`config.mk`:
```
export PLATFORM = sky130hd
export DESIGN_NAME = biquad_iir_filter
export DESIGN_NICKNAME = d
export VERILOG_FILES = /design/src/rtl/biquad_pkg.sv /design/src/rtl/biquad_ctrl.sv /design/src/rtl/biquad_datapath.sv /design/src/rtl/biquad_iir_filter.sv
export SDC_FILE = /design/constraint.sdc
export NUM_CORES = 2
export LEC_CHECK = 0
export BUFFER_PORTS_ARGS = -buffer_cell sky130_fd_sc_hd__buf_2
export CORE_ASPECT_RATIO = 0.5
export CORE_MARGIN = 1.5
export CORE_UTILIZATION = 50
export DETAILED_ROUTE_END_ITERATION = 12
export GPL_ROUTABILITY_DRIVEN = 0
export PLACE_DENSITY = 0.66
export SYNTH_ARGS = -nofsm -noshare
export SYNTH_HDL_FRONTEND = slang
export SYNTH_HIERARCHICAL = 1
export SYNTH_SLANG_ARGS = --single-unit
export TNS_END_PERCENT = 50
```
`constraint.sdc`:
```
create_clock -name clk -period 8.8 [get_ports clk]
set_clock_uncertainty 0.05 [all_clocks]
set_input_delay 0.44 -clock clk [delete_from_list [all_inputs] [get_ports clk]]
set_output_delay 0.44 -clock clk [all_outputs]
set_load 0.02 [all_outputs]
```
`src/rtl/biquad_pkg.sv`:
```
// Shared types and constants for the biquad IIR filter.
// Used by biquad_ctrl, biquad_datapath and biquad_iir_filter. No dependencies.
`timescale 1ns / 1ps

package biquad_pkg;

  // Default formats: Q1.23 samples and Q5.27 coefficients.
  localparam int SAMPLE_BITS_DEF = 24;
  localparam int COEF_BITS_DEF   = 32;

  // The state holds eight fraction bits below the sample LSB.
  localparam int GUARD_FRAC = 8;

  // Coefficient register map.
  localparam int NUM_COEFS      = 5;
  localparam int CFG_INDEX_BITS = 3;
  localparam logic [CFG_INDEX_BITS-1:0] REG_B0 = 3'd0;
  localparam logic [CFG_INDEX_BITS-1:0] REG_B1 = 3'd1;
  localparam logic [CFG_INDEX_BITS-1:0] REG_B2 = 3'd2;
  localparam logic [CFG_INDEX_BITS-1:0] REG_A1 = 3'd3;
  localparam logic [CFG_INDEX_BITS-1:0] REG_A2 = 3'd4;

  // Sequencer states, one per step of the shared multiplier.
  typedef enum logic [2:0] {
    ST_IDLE,
    ST_MUL_B0,
    ST_ACC0,
    ST_FORM_Y,
    ST_N2,
    ST_SUB1,
    ST_SUB2,
    ST_UPDATE
  } state_t;

  // Accumulator operations applied to the rounded product.
  typedef enum logic [2:0] {
    OP_NONE,
    OP_ACC0,
    OP_FORM_Y,
    OP_N2,
    OP_SUB1,
    OP_SUB2,
    OP_UPDATE
  } op_t;

  // Control from the sequencer to the datapath and output stage.
  typedef struct packed {
    logic                      load_in;
    logic [CFG_INDEX_BITS-1:0] coef_sel;
    logic                      mul_y;
    op_t                       op;
    logic                      out_load;
  } dp_ctrl_t;

endpackage

```
`src/rtl/biquad_ctrl.sv`:
```
// Sequencer for the biquad filter: steps one item through the shared multiplier.
// Depends on biquad_pkg.
`timescale 1ns / 1ps

module biquad_ctrl (
  input  logic                 clk,
  input  logic                 rst,
  input  logic                 in_valid,
  output logic                 in_ready,
  input  logic                 out_free,
  output biquad_pkg::dp_ctrl_t ctrl
);
  import biquad_pkg::*;

  state_t state;
  state_t state_next;

  // State register.
  always_ff @(posedge clk) begin
    if (rst) begin
      state <= ST_IDLE;
    end else begin
      state <= state_next;
    end
  end

  // Next-state logic.
  always_comb begin
    state_next = state;
    case (state)
      ST_IDLE: begin
        if (in_valid) state_next = ST_MUL_B0;
      end
      ST_MUL_B0: state_next = ST_ACC0;
      ST_ACC0:   state_next = ST_FORM_Y;
      ST_FORM_Y: state_next = ST_N2;
      ST_N2:     state_next = ST_SUB1;
      ST_SUB1:   state_next = ST_SUB2;
      ST_SUB2:   state_next = ST_UPDATE;
      ST_UPDATE: begin
        if (out_free) state_next = ST_IDLE;
      end
      default:   state_next = ST_IDLE;
    endcase
  end

  // Output decode: multiplier operands for the next product and the
  // accumulator operation on the product registered last cycle.
  always_comb begin
    in_ready      = 1'b0;
    ctrl.load_in  = 1'b0;
    ctrl.coef_sel = REG_B0;
    ctrl.mul_y    = 1'b0;
    ctrl.op       = OP_NONE;
    ctrl.out_load = 1'b0;
    case (state)
      ST_IDLE: begin
        in_ready     = 1'b1;
        ctrl.load_in = in_valid;
      end
      ST_MUL_B0: begin
        ctrl.coef_sel = REG_B0;
      end
      ST_ACC0: begin
        ctrl.coef_sel = REG_B1;
        ctrl.op       = OP_ACC0;
      end
      ST_FORM_Y: begin
        ctrl.coef_sel = REG_B2;
        ctrl.op       = OP_FORM_Y;
      end
      ST_N2: begin
        ctrl.coef_sel = REG_A1;
        ctrl.mul_y    = 1'b1;
        ctrl.op       = OP_N2;
      end
      ST_SUB1: begin
        ctrl.coef_sel = REG_A2;
        ctrl.mul_y    = 1'b1;
        ctrl.op       = OP_SUB1;
      end
      ST_SUB2: begin
        ctrl.op = OP_SUB2;
      end
      ST_UPDATE: begin
        if (out_free) begin
          ctrl.op       = OP_UPDATE;
          ctrl.out_load = 1'b1;
        end
      end
      default: begin
        in_ready = 1'b0;
      end
    endcase
  end

endmodule

```
`src/rtl/biquad_datapath.sv`:
```
// Biquad arithmetic: one shared signed multiplier, product rounding,
// accumulators, saturation and the two delay states.
// Depends on biquad_pkg.
`timescale 1ns / 1ps

module biquad_datapath #(
  parameter int SAMPLE_BITS = biquad_pkg::SAMPLE_BITS_DEF,
  parameter int COEF_BITS   = biquad_pkg::COEF_BITS_DEF
) (
  input  logic                          clk,
  input  logic                          rst,
  input  biquad_pkg::dp_ctrl_t          ctrl,
  input  logic signed [SAMPLE_BITS-1:0] sample_in,
  input  logic signed [COEF_BITS-1:0]   coef [biquad_pkg::NUM_COEFS],
  output logic signed [SAMPLE_BITS-1:0] y_out,
  output logic                          clip_out
);
  import biquad_pkg::*;

  localparam int PROD_BITS  = SAMPLE_BITS + COEF_BITS;
  localparam int PROD_SHIFT = COEF_BITS - 13;
  localparam int STATE_BITS = SAMPLE_BITS + 16;
  localparam int ACC_BITS   = STATE_BITS + 2;

  localparam logic [PROD_BITS:0] PROD_HALF =
    {{PROD_BITS{1'b0}}, 1'b1} << (PROD_SHIFT - 1);
  localparam logic [ACC_BITS-1:0] ACC_HALF =
    {{(ACC_BITS-1){1'b0}}, 1'b1} << (GUARD_FRAC - 1);
  localparam logic signed [ACC_BITS-1:0] SMP_MAX =
    {{(ACC_BITS-SAMPLE_BITS+1){1'b0}}, {(SAMPLE_BITS-1){1'b1}}};
  localparam logic signed [ACC_BITS-1:0] SMP_MIN = ~SMP_MAX;
  localparam logic signed [ACC_BITS-1:0] ST_MAX =
    {{(ACC_BITS-STATE_BITS+1){1'b0}}, {(STATE_BITS-1){1'b1}}};
  localparam logic signed [ACC_BITS-1:0] ST_MIN = ~ST_MAX;

  logic signed [SAMPLE_BITS-1:0] x_q;
  logic signed [SAMPLE_BITS-1:0] y_q;
  logic signed [PROD_BITS-1:0]   prod;
  logic signed [ACC_BITS-1:0]    acc;
  logic signed [ACC_BITS-1:0]    n1;
  logic signed [ACC_BITS-1:0]    n2;
  logic signed [STATE_BITS-1:0]  d1;
  logic signed [STATE_BITS-1:0]  d2;
  logic                          clip_q;

  logic signed [COEF_BITS-1:0]   mul_a;
  logic signed [SAMPLE_BITS-1:0] mul_b;
  logic signed [PROD_BITS:0]     prod_half;
  logic signed [ACC_BITS-1:0]    prod_rnd;
  logic signed [ACC_BITS-1:0]    acc_half;
  logic signed [ACC_BITS-1:0]    y_full;
  logic                          y_hi;
  logic                          y_lo;
  logic                          n1_hi;
  logic                          n1_lo;
  logic                          n2_hi;
  logic                          n2_lo;

  // Multiplier operand selection.
  assign mul_a = coef[ctrl.coef_sel];
  assign mul_b = ctrl.mul_y ? y_q : x_q;

  // Round the registered product half up to the state format.
  assign prod_half = {prod[PROD_BITS-1], prod} + signed'(PROD_HALF);
  assign prod_rnd  = ACC_BITS'(prod_half >>> PROD_SHIFT);

  // Round the output accumulator to sample width and detect overflow.
  assign acc_half = acc + signed'(ACC_HALF);
  assign y_full   = acc_half >>> GUARD_FRAC;
  assign y_hi     = y_full > SMP_MAX;
  assign y_lo     = y_full < SMP_MIN;

  // Overflow of the new delay states.
  assign n1_hi = n1 > ST_MAX;
  assign n1_lo = n1 < ST_MIN;
  assign n2_hi = n2 > ST_MAX;
  assign n2_lo = n2 < ST_MIN;

  // Shared multiplier, registered every cycle.
  always_ff @(posedge clk) begin
    prod <= mul_a * mul_b;
  end

  // Payload registers stepped by the sequencer.
  always_ff @(posedge clk) begin
    if (ctrl.load_in) begin
      x_q    <= sample_in;
      clip_q <= 1'b0;
    end
    case (ctrl.op)
      OP_ACC0: begin
        acc <= prod_rnd + ACC_BITS'(d1);
      end
      OP_FORM_Y: begin
        if (y_hi) begin
          y_q <= SMP_MAX[SAMPLE_BITS-1:0];
        end else if (y_lo) begin
          y_q <= SMP_MIN[SAMPLE_BITS-1:0];
        end else begin
          y_q <= y_full[SAMPLE_BITS-1:0];
        end
        clip_q <= clip_q | y_hi | y_lo;
        n1     <= prod_rnd + ACC_BITS'(d2);
      end
      OP_N2: begin
        n2 <= prod_rnd;
      end
      OP_SUB1: begin
        n1 <= n1 - prod_rnd;
      end
      OP_SUB2: begin
        n2 <= n2 - prod_rnd;
      end
      default: begin
      end
    endcase
  end

  // Delay states, cleared at reset and saturated on update.
  always_ff @(posedge clk) begin
    if (rst) begin
      d1 <= '0;
      d2 <= '0;
    end else if (ctrl.op == OP_UPDATE) begin
      if (n1_hi) begin
        d1 <= ST_MAX[STATE_BITS-1:0];
      end else if (n1_lo) begin
        d1 <= ST_MIN[STATE_BITS-1:0];
      end else begin
        d1 <= n1[STATE_BITS-1:0];
      end
      if (n2_hi) begin
        d2 <= ST_MAX[STATE_BITS-1:0];
      end else if (n2_lo) begin
        d2 <= ST_MIN[STATE_BITS-1:0];
      end else begin
        d2 <= n2[STATE_BITS-1:0];
      end
    end
  end

  // Result of the item, valid during the update step.
  assign y_out    = y_q;
  assign clip_out = clip_q | n1_hi | n1_lo | n2_hi | n2_lo;

endmodule

```
`src/rtl/biquad_iir_filter.sv`:
```
// Top level of the biquad IIR filter: stream ports, coefficient registers
// and output register. Depends on biquad_pkg, biquad_ctrl and biquad_datapath.
`timescale 1ns / 1ps

// Second-order IIR filter, direct form II transposed, in fixed point.
// Input stream (s_*): one signed sample per item in s_tdata, block end in
// s_tlast. Output stream (m_*): filtered, saturated sample in m_tdata,
// saturation flag in m_tuser, block end copied to m_tlast.
// Coefficients b0, b1, b2, a1, a2 are written on the cfg port at indexes
// 0 to 4; other indexes are ignored. cfg_ready is always high. Write
// them only while no item is in flight.
// Each item has one accept step and seven steps that share a
// single multiplier for the five products, then the output register loads.
// m_tvalid rises as that register loads; a new item is accepted only after
// the last one leaves its final step. A stalled receiver holds the result
// in the output register; the next item may still be taken and is held at
// its final step until that register frees.
// Synchronous reset clears both delay states, empties the output register,
// and restores b0 = 1.0 and the other coefficients to zero.
module biquad_iir_filter #(
  parameter int SAMPLE_BITS = biquad_pkg::SAMPLE_BITS_DEF,
  parameter int COEF_BITS   = biquad_pkg::COEF_BITS_DEF,
  localparam int DATA_BITS  = ((SAMPLE_BITS + 7) / 8) * 8
) (
  input  logic                                  clk,
  input  logic                                  rst,
  // Input items.
  input  logic                                  s_tvalid,
  output logic                                  s_tready,
  input  logic [DATA_BITS-1:0]                  s_tdata,   // sample_in
  input  logic                                  s_tlast,   // block_end
  // Result items.
  output logic                                  m_tvalid,
  input  logic                                  m_tready,
  output logic [DATA_BITS-1:0]                  m_tdata,   // sample_out
  output logic                                  m_tuser,   // clipped
  output logic                                  m_tlast,   // block_end_out
  // Coefficient writes.
  input  logic                                  cfg_valid,
  output logic                                  cfg_ready,
  input  logic [biquad_pkg::CFG_INDEX_BITS-1:0] cfg_index,
  input  logic [COEF_BITS-1:0]                  cfg_data
);
  import biquad_pkg::*;

  localparam logic signed [COEF_BITS-1:0] COEF_ONE =
    {{(COEF_BITS-1){1'b0}}, 1'b1} << (COEF_BITS - 5);

  logic signed [COEF_BITS-1:0]   coef [NUM_COEFS];
  logic                          last_q;
  logic [SAMPLE_BITS-1:0]        sample_out;
  logic                          clipped;
  logic                          block_end_out;
  logic                          out_free;
  dp_ctrl_t                      ctrl;
  logic signed [SAMPLE_BITS-1:0] y_res;
  logic                          clip_res;

  assign cfg_ready = 1'b1;
  assign out_free  = !m_tvalid || m_tready;

  // Coefficient registers.
  always_ff @(posedge clk) begin
    if (rst) begin
      coef[0] <= COEF_ONE;
      coef[1] <= '0;
      coef[2] <= '0;
      coef[3] <= '0;
      coef[4] <= '0;
    end else if (cfg_valid) begin
      case (cfg_index)
        REG_B0:  coef[0] <= cfg_data;
        REG_B1:  coef[1] <= cfg_data;
        REG_B2:  coef[2] <= cfg_data;
        REG_A1:  coef[3] <= cfg_data;
        REG_A2:  coef[4] <= cfg_data;
        default: begin
        end
      endcase
    end
  end

  // Sequencer.
  biquad_ctrl u_ctrl (
    .clk      (clk),
    .rst      (rst),
    .in_valid (s_tvalid),
    .in_ready (s_tready),
    .out_free (out_free),
    .ctrl     (ctrl)
  );

  // Arithmetic and delay states.
  biquad_datapath #(
    .SAMPLE_BITS (SAMPLE_BITS),
    .COEF_BITS   (COEF_BITS)
  ) u_datapath (
    .clk       (clk),
    .rst       (rst),
    .ctrl      (ctrl),
    .sample_in (s_tdata[SAMPLE_BITS-1:0]),
    .coef      (coef),
    .y_out     (y_res),
    .clip_out  (clip_res)
  );

  // Block end marker rides along with the item.
  always_ff @(posedge clk) begin
    if (ctrl.load_in) begin
      last_q <= s_tlast;
    end
  end

  // Output register.
  always_ff @(posedge clk) begin
    if (rst) begin
      m_tvalid <= 1'b0;
    end else if (ctrl.out_load) begin
      m_tvalid <= 1'b1;
    end else if (m_tready) begin
      m_tvalid <= 1'b0;
    end
  end

  always_ff @(posedge clk) begin
    if (ctrl.out_load) begin
      sample_out    <= y_res;
      clipped       <= clip_res;
      block_end_out <= last_q;
    end
  end

  assign m_tdata = DATA_BITS'(sample_out);
  assign m_tuser = clipped;
  assign m_tlast = block_end_out;

endmodule

```
==> metrics.md <==
| Metric | Value |
|---|---|
| Final core utilization | `0.5679` |
| Detailed Route Iter0 Violations | `4409` |
| Gr usage total | `0.3010` |
| Delay of the slowest critical-path stage | `640 ps` |
| Largest net degree at the start of global routing | `117` |
| Least-Margin Pin Slew | `1143 ps` |
| Max VDD drop | `213.2 uV` |
| Synth Area in Adders | `0.3635` |
| Final setup TNS | `0 ps` |
| Yosys cell types | `101` |
| Post-Place Worst Slack | `-50.88 ps` |
| Htree depth | `2` |
| Crit-path max FO | `10` |
| Largest family of logic cells by synthesized area | `adder cells` |
| CP Launch Type | `flip-flop` |
| Avg Synthesized Cell Area | `9.140 um^2` |
| Required @ worst endpoint | `9300 ps` |
| Leak | `28.00 nW` |
| Syn Inst Count | `5908` |
| Final setup viols | `0` |
| Drc violations | `0` |
| YS warnings | `6` |
| Post-synthesis mux area share | `0.05341` |
| Fmax | `0.1162 GHz` |
| Max Buffers Root-to-Sink | `3` |
| Total gr overflow | `0` |
| Main synth FF type | `dfxtp_1` |
| Post-synthesis xor/xnor area fraction | `0.03649` |
| Nets@finish | `7251` |
| Die Y | `235.4 um` |
| Final Cycle Share | `0.9782` |
| Antenna Nets Post-Route | `0` |
| Crit. End Element | `flip-flop` |
| Status | `complete, no violations` |
| Final Hold Viols | `0` |
| Crit path kind | `reg -> reg` |
| Post-synthesis instance area | `54000 um^2` |
| Hold_ws | `102.0 ps` |
| Final instance area | `60220 um^2` |
| Pre-antenna DRT Iters | `6` |
| Crit path arrival time | `9110 ps` |
| Clock latency on the worst-skew pair | `660 ps` |
| DP HPWL | `129.0 mm` |
| Seq cells post-synth | `476` |
| Post-synth EDFFs | `194` |
| Seq/Total Area, Yosys | `0.2124` |
| Row count | `84` |
| Fin crit period | `8608 ps` |
| Slew HR | `0.2379` |
| PortBufs | `92` |
| Simple-Gate Fraction of Synth Area | `0.1555` |
| Slowest stage cell, crit path | `fa_2` |
| Wirelength per Cell | `21.68 um` |
| First-pass GRT wire length | `256.6 mm` |
| Synthesis-to-finish area growth | `11.53%` |
| Most used cell, CP | `buf_4` |
| Core Footprint | `106000 um^2` |
| Initial antenna violation count | `0` |
| Starting Density | `0.5092` |
| Num CTS Buffers | `49` |
| Final WS setup | `192.3 ps` |
| Clk slew on worst S/H paths | `60 ps` |
| Horiz. Die Dim | `467.8 um` |
| DIE AREA | `110100 um^2` |
| Vias in the first global route | `44400` |
| Vias | `43080` |
| Fraction of the mapped netlist area in compound gates | `0.09646` |
| TritonCTS sink count | `476` |
| Pwr dens | `184.3 nW/um^2` |
| Post-synth net total | `7071` |
| Layout cell share with drive strength beyond 1 | `0.1087` |
| Asr flop ratio synth | `0` |
| I/O pin cnt | `94` |
| DP Area | `57610 um^2` |
| TritonCTS clock tree | `yes` |
| Vias/cell | `5.708` |
| CTS Root Buffer Type | `clkbuf_16` |
| DRT Wirelength | `163.7 mm` |
| Slew Viols, Final | `0` |
| Min-Delay Path Class | `in -> reg` |
| Max-cap check violation count | `0` |
## flip-flops by register name (all words and copies together) (netlist names)
| signal | cells |
|---|---|
| m_tdata | 24 |
| u_datapath/n2 | 42 |
| coef | 160 |
| u_datapath/d2 | 40 |
| u_ctrl/state | 3 |
| last_q | 1 |
| u_datapath/y_out | 24 |
| u_datapath/x_q | 24 |
| u_datapath/clip_q | 1 |
| m_tlast | 1 |
| u_datapath/d1 | 40 |
| m_tvalid | 1 |
| u_datapath/n1 | 42 |
| m_tuser | 1 |
| u_datapath/prod | 38 |
| u_datapath/acc | 34 |
## path summary, 6_finish.rpt
check	start	to	slack, ps	cells past startpoint
worst max-delay path	u_ctrl/state[1]$_SDFFE_PP0P_	u_datapath/prod[49]$_DFF_P_	190	32
worst min-delay path	cfg_data[27]	coef[155]$_SDFFE_PP1P_	100	3
worst max register to register	u_ctrl/state[1]$_SDFFE_PP0P_	u_datapath/prod[49]$_DFF_P_	190	32
worst min register to register	last_q$_DFFE_PP_	m_tlast$_DFFE_PP_	380	0
## critical path, delay by kind of cell (launching register included)
kind | cells | cell delay, ps
muxes | 1 | 350
DFF | 1 | 360
and+or+nand+nor | 3 | 290
buffers and inverters | 10 | 1420
xor gates and xnor gates | 1 | 130
AOI/OAI and AO/OA | 9 | 1820
adders and majority gates | 8 | 4090
## kinds of logic (layout without fill, tap and decap cells)
group,Yosys count,in the layout
buf+inv,1156,1376
fa+ha+maj,1098,1098
flops,476,476
xor+xnor,225,225
mux,282,282
other cells,1,2
compound gates,837,837
simple gates,1833,1833
## metal layers
layer / part of all wire / vias up / global-route usage / wire length [um]
met5: 0 / - / 0 / 0
met2: 0.43 / 2095 / 0.4456 / 69650
met1: 0.42 / 21260 / 0.4202 / 68630
met4: 0.042 / 0 / 0.1074 / 6933
li1: - / 19330 / - / -
met3: 0.11 / 390 / 0.08533 / 18450
## area by class of cell
cell class,instances,area [um^2]
diodes,1,2.502
clock buffers,59,1294
clock inverters,32,402.9
fillers,9192,45820
inverters,885,3327
multi-input cells,4276,38690
flip-flops and latches,476,11470
well taps,1419,1775
repair buffers,400,3254
## timing repair
| item | 4_1_cts | 5_1_grt |
|---|---|---|
| hold endpoints to repair | 25 | 0 |
| pin swaps | 0 | 34 |
| gates cloned | 0 | 1 |
| resized for setup | 5 | 107 |
| endpoints found under the setup margin | 6 | 23 |
| setup buffers | 0 | 18 |
| hold buffers | 25 | 0 |
## per-stage QoR
stage	power (mW)	cells
after global routing	11.87	7547
after detailed placement	8.552	7412
after floorplan	6.727	5908
after CTS	10.93	7528
final	11.10	7548
after global placement	8.473	7412
## layout by cell type (no fill, tap or decap), types with 10 or more instances in the layout
cell,synthesis,final
clkbuf_16,0,50
a31oi_1,25,23
xnor2_1,139,139
o21ai_1,28,39
or2_2,11,11
nor2_1,662,659
mux2i_1,233,220
nand3_1,77,77
xor2_1,86,86
o21a_2,0,14
nor2b_1,20,20
a21oi_2,2,23
dlygate4sd3_1,0,25
o21a_1,63,46
o21bai_1,27,27
nand4_1,34,34
a21o_1,100,100
a21oi_1,320,295
nor3_1,113,112
buf_4,6,245
and3_1,48,47
o31ai_1,10,10
and4_1,14,13
fa_1,785,768
nand2_1,528,524
fa_2,0,17
o21ai_0,148,133
dfxtp_1,282,281
buf_2,20,91
or3_1,19,19
o211ai_1,13,13
inv_1,883,883
buf_12,0,28
and2_1,19,19
ha_1,313,303
mux2_2,49,49
edfxtp_1,194,194
nand2b_1,234,234
## power breakdown
group / total (mW) / switching (mW) / internal [mW] / leakage, nW
clock network: 2.27 / 1.03 / 1.25 / 0.811
registers: 2.64 / 0.123 / 2.52 / 4.05
logic: 6.18 / 3.68 / 2.50 / 23.1
total: 11.1 / 4.83 / 6.27 / 28.0
## synthesized netlist by cell type, drive strengths merged (9+ instances only)
| cell | number | area share |
|---|---|---|
| inv | 885 | 0.062 |
| fa | 785 | 0.29 |
| nor2 | 664 | 0.046 |
| nand2 | 529 | 0.037 |
| a21oi | 323 | 0.030 |
| ha | 313 | 0.073 |
| dfxtp | 282 | 0.10 |
| nand2b | 234 | 0.027 |
| mux2i | 233 | 0.043 |
| clkbuf | 224 | 0.016 |
| edfxtp | 194 | 0.11 |
| o21ai | 179 | 0.017 |
| xnor2 | 139 | 0.023 |
| nor3 | 114 | 0.011 |
| a21o | 100 | 0.014 |
| xor2 | 86 | 0.014 |
| nand3 | 79 | 0.0076 |
| o21a | 63 | 0.0088 |
| mux2 | 49 | 0.010 |
| and3 | 48 | 0.0056 |
| buf | 47 | 0.0048 |
| nand4 | 34 | 0.0039 |
| o21bai | 27 | 0.0038 |
| a31oi | 26 | 0.0031 |
| and2 | 21 | 0.0025 |
| or3 | 21 | 0.0026 |
| nor2b | 20 | 0.0023 |
| o211ai | 15 | 0.0023 |
| and4 | 14 | 0.0023 |
| a211oi | 13 | 0.0022 |
| o31ai | 13 | 0.0021 |
| a21boi | 12 | 0.0017 |
| or2 | 12 | 0.0014 |
| nor3b | 9 | 0.0013 |
| nor4 | 9 | 0.0010 |
(Power assumes the default switching activity.)
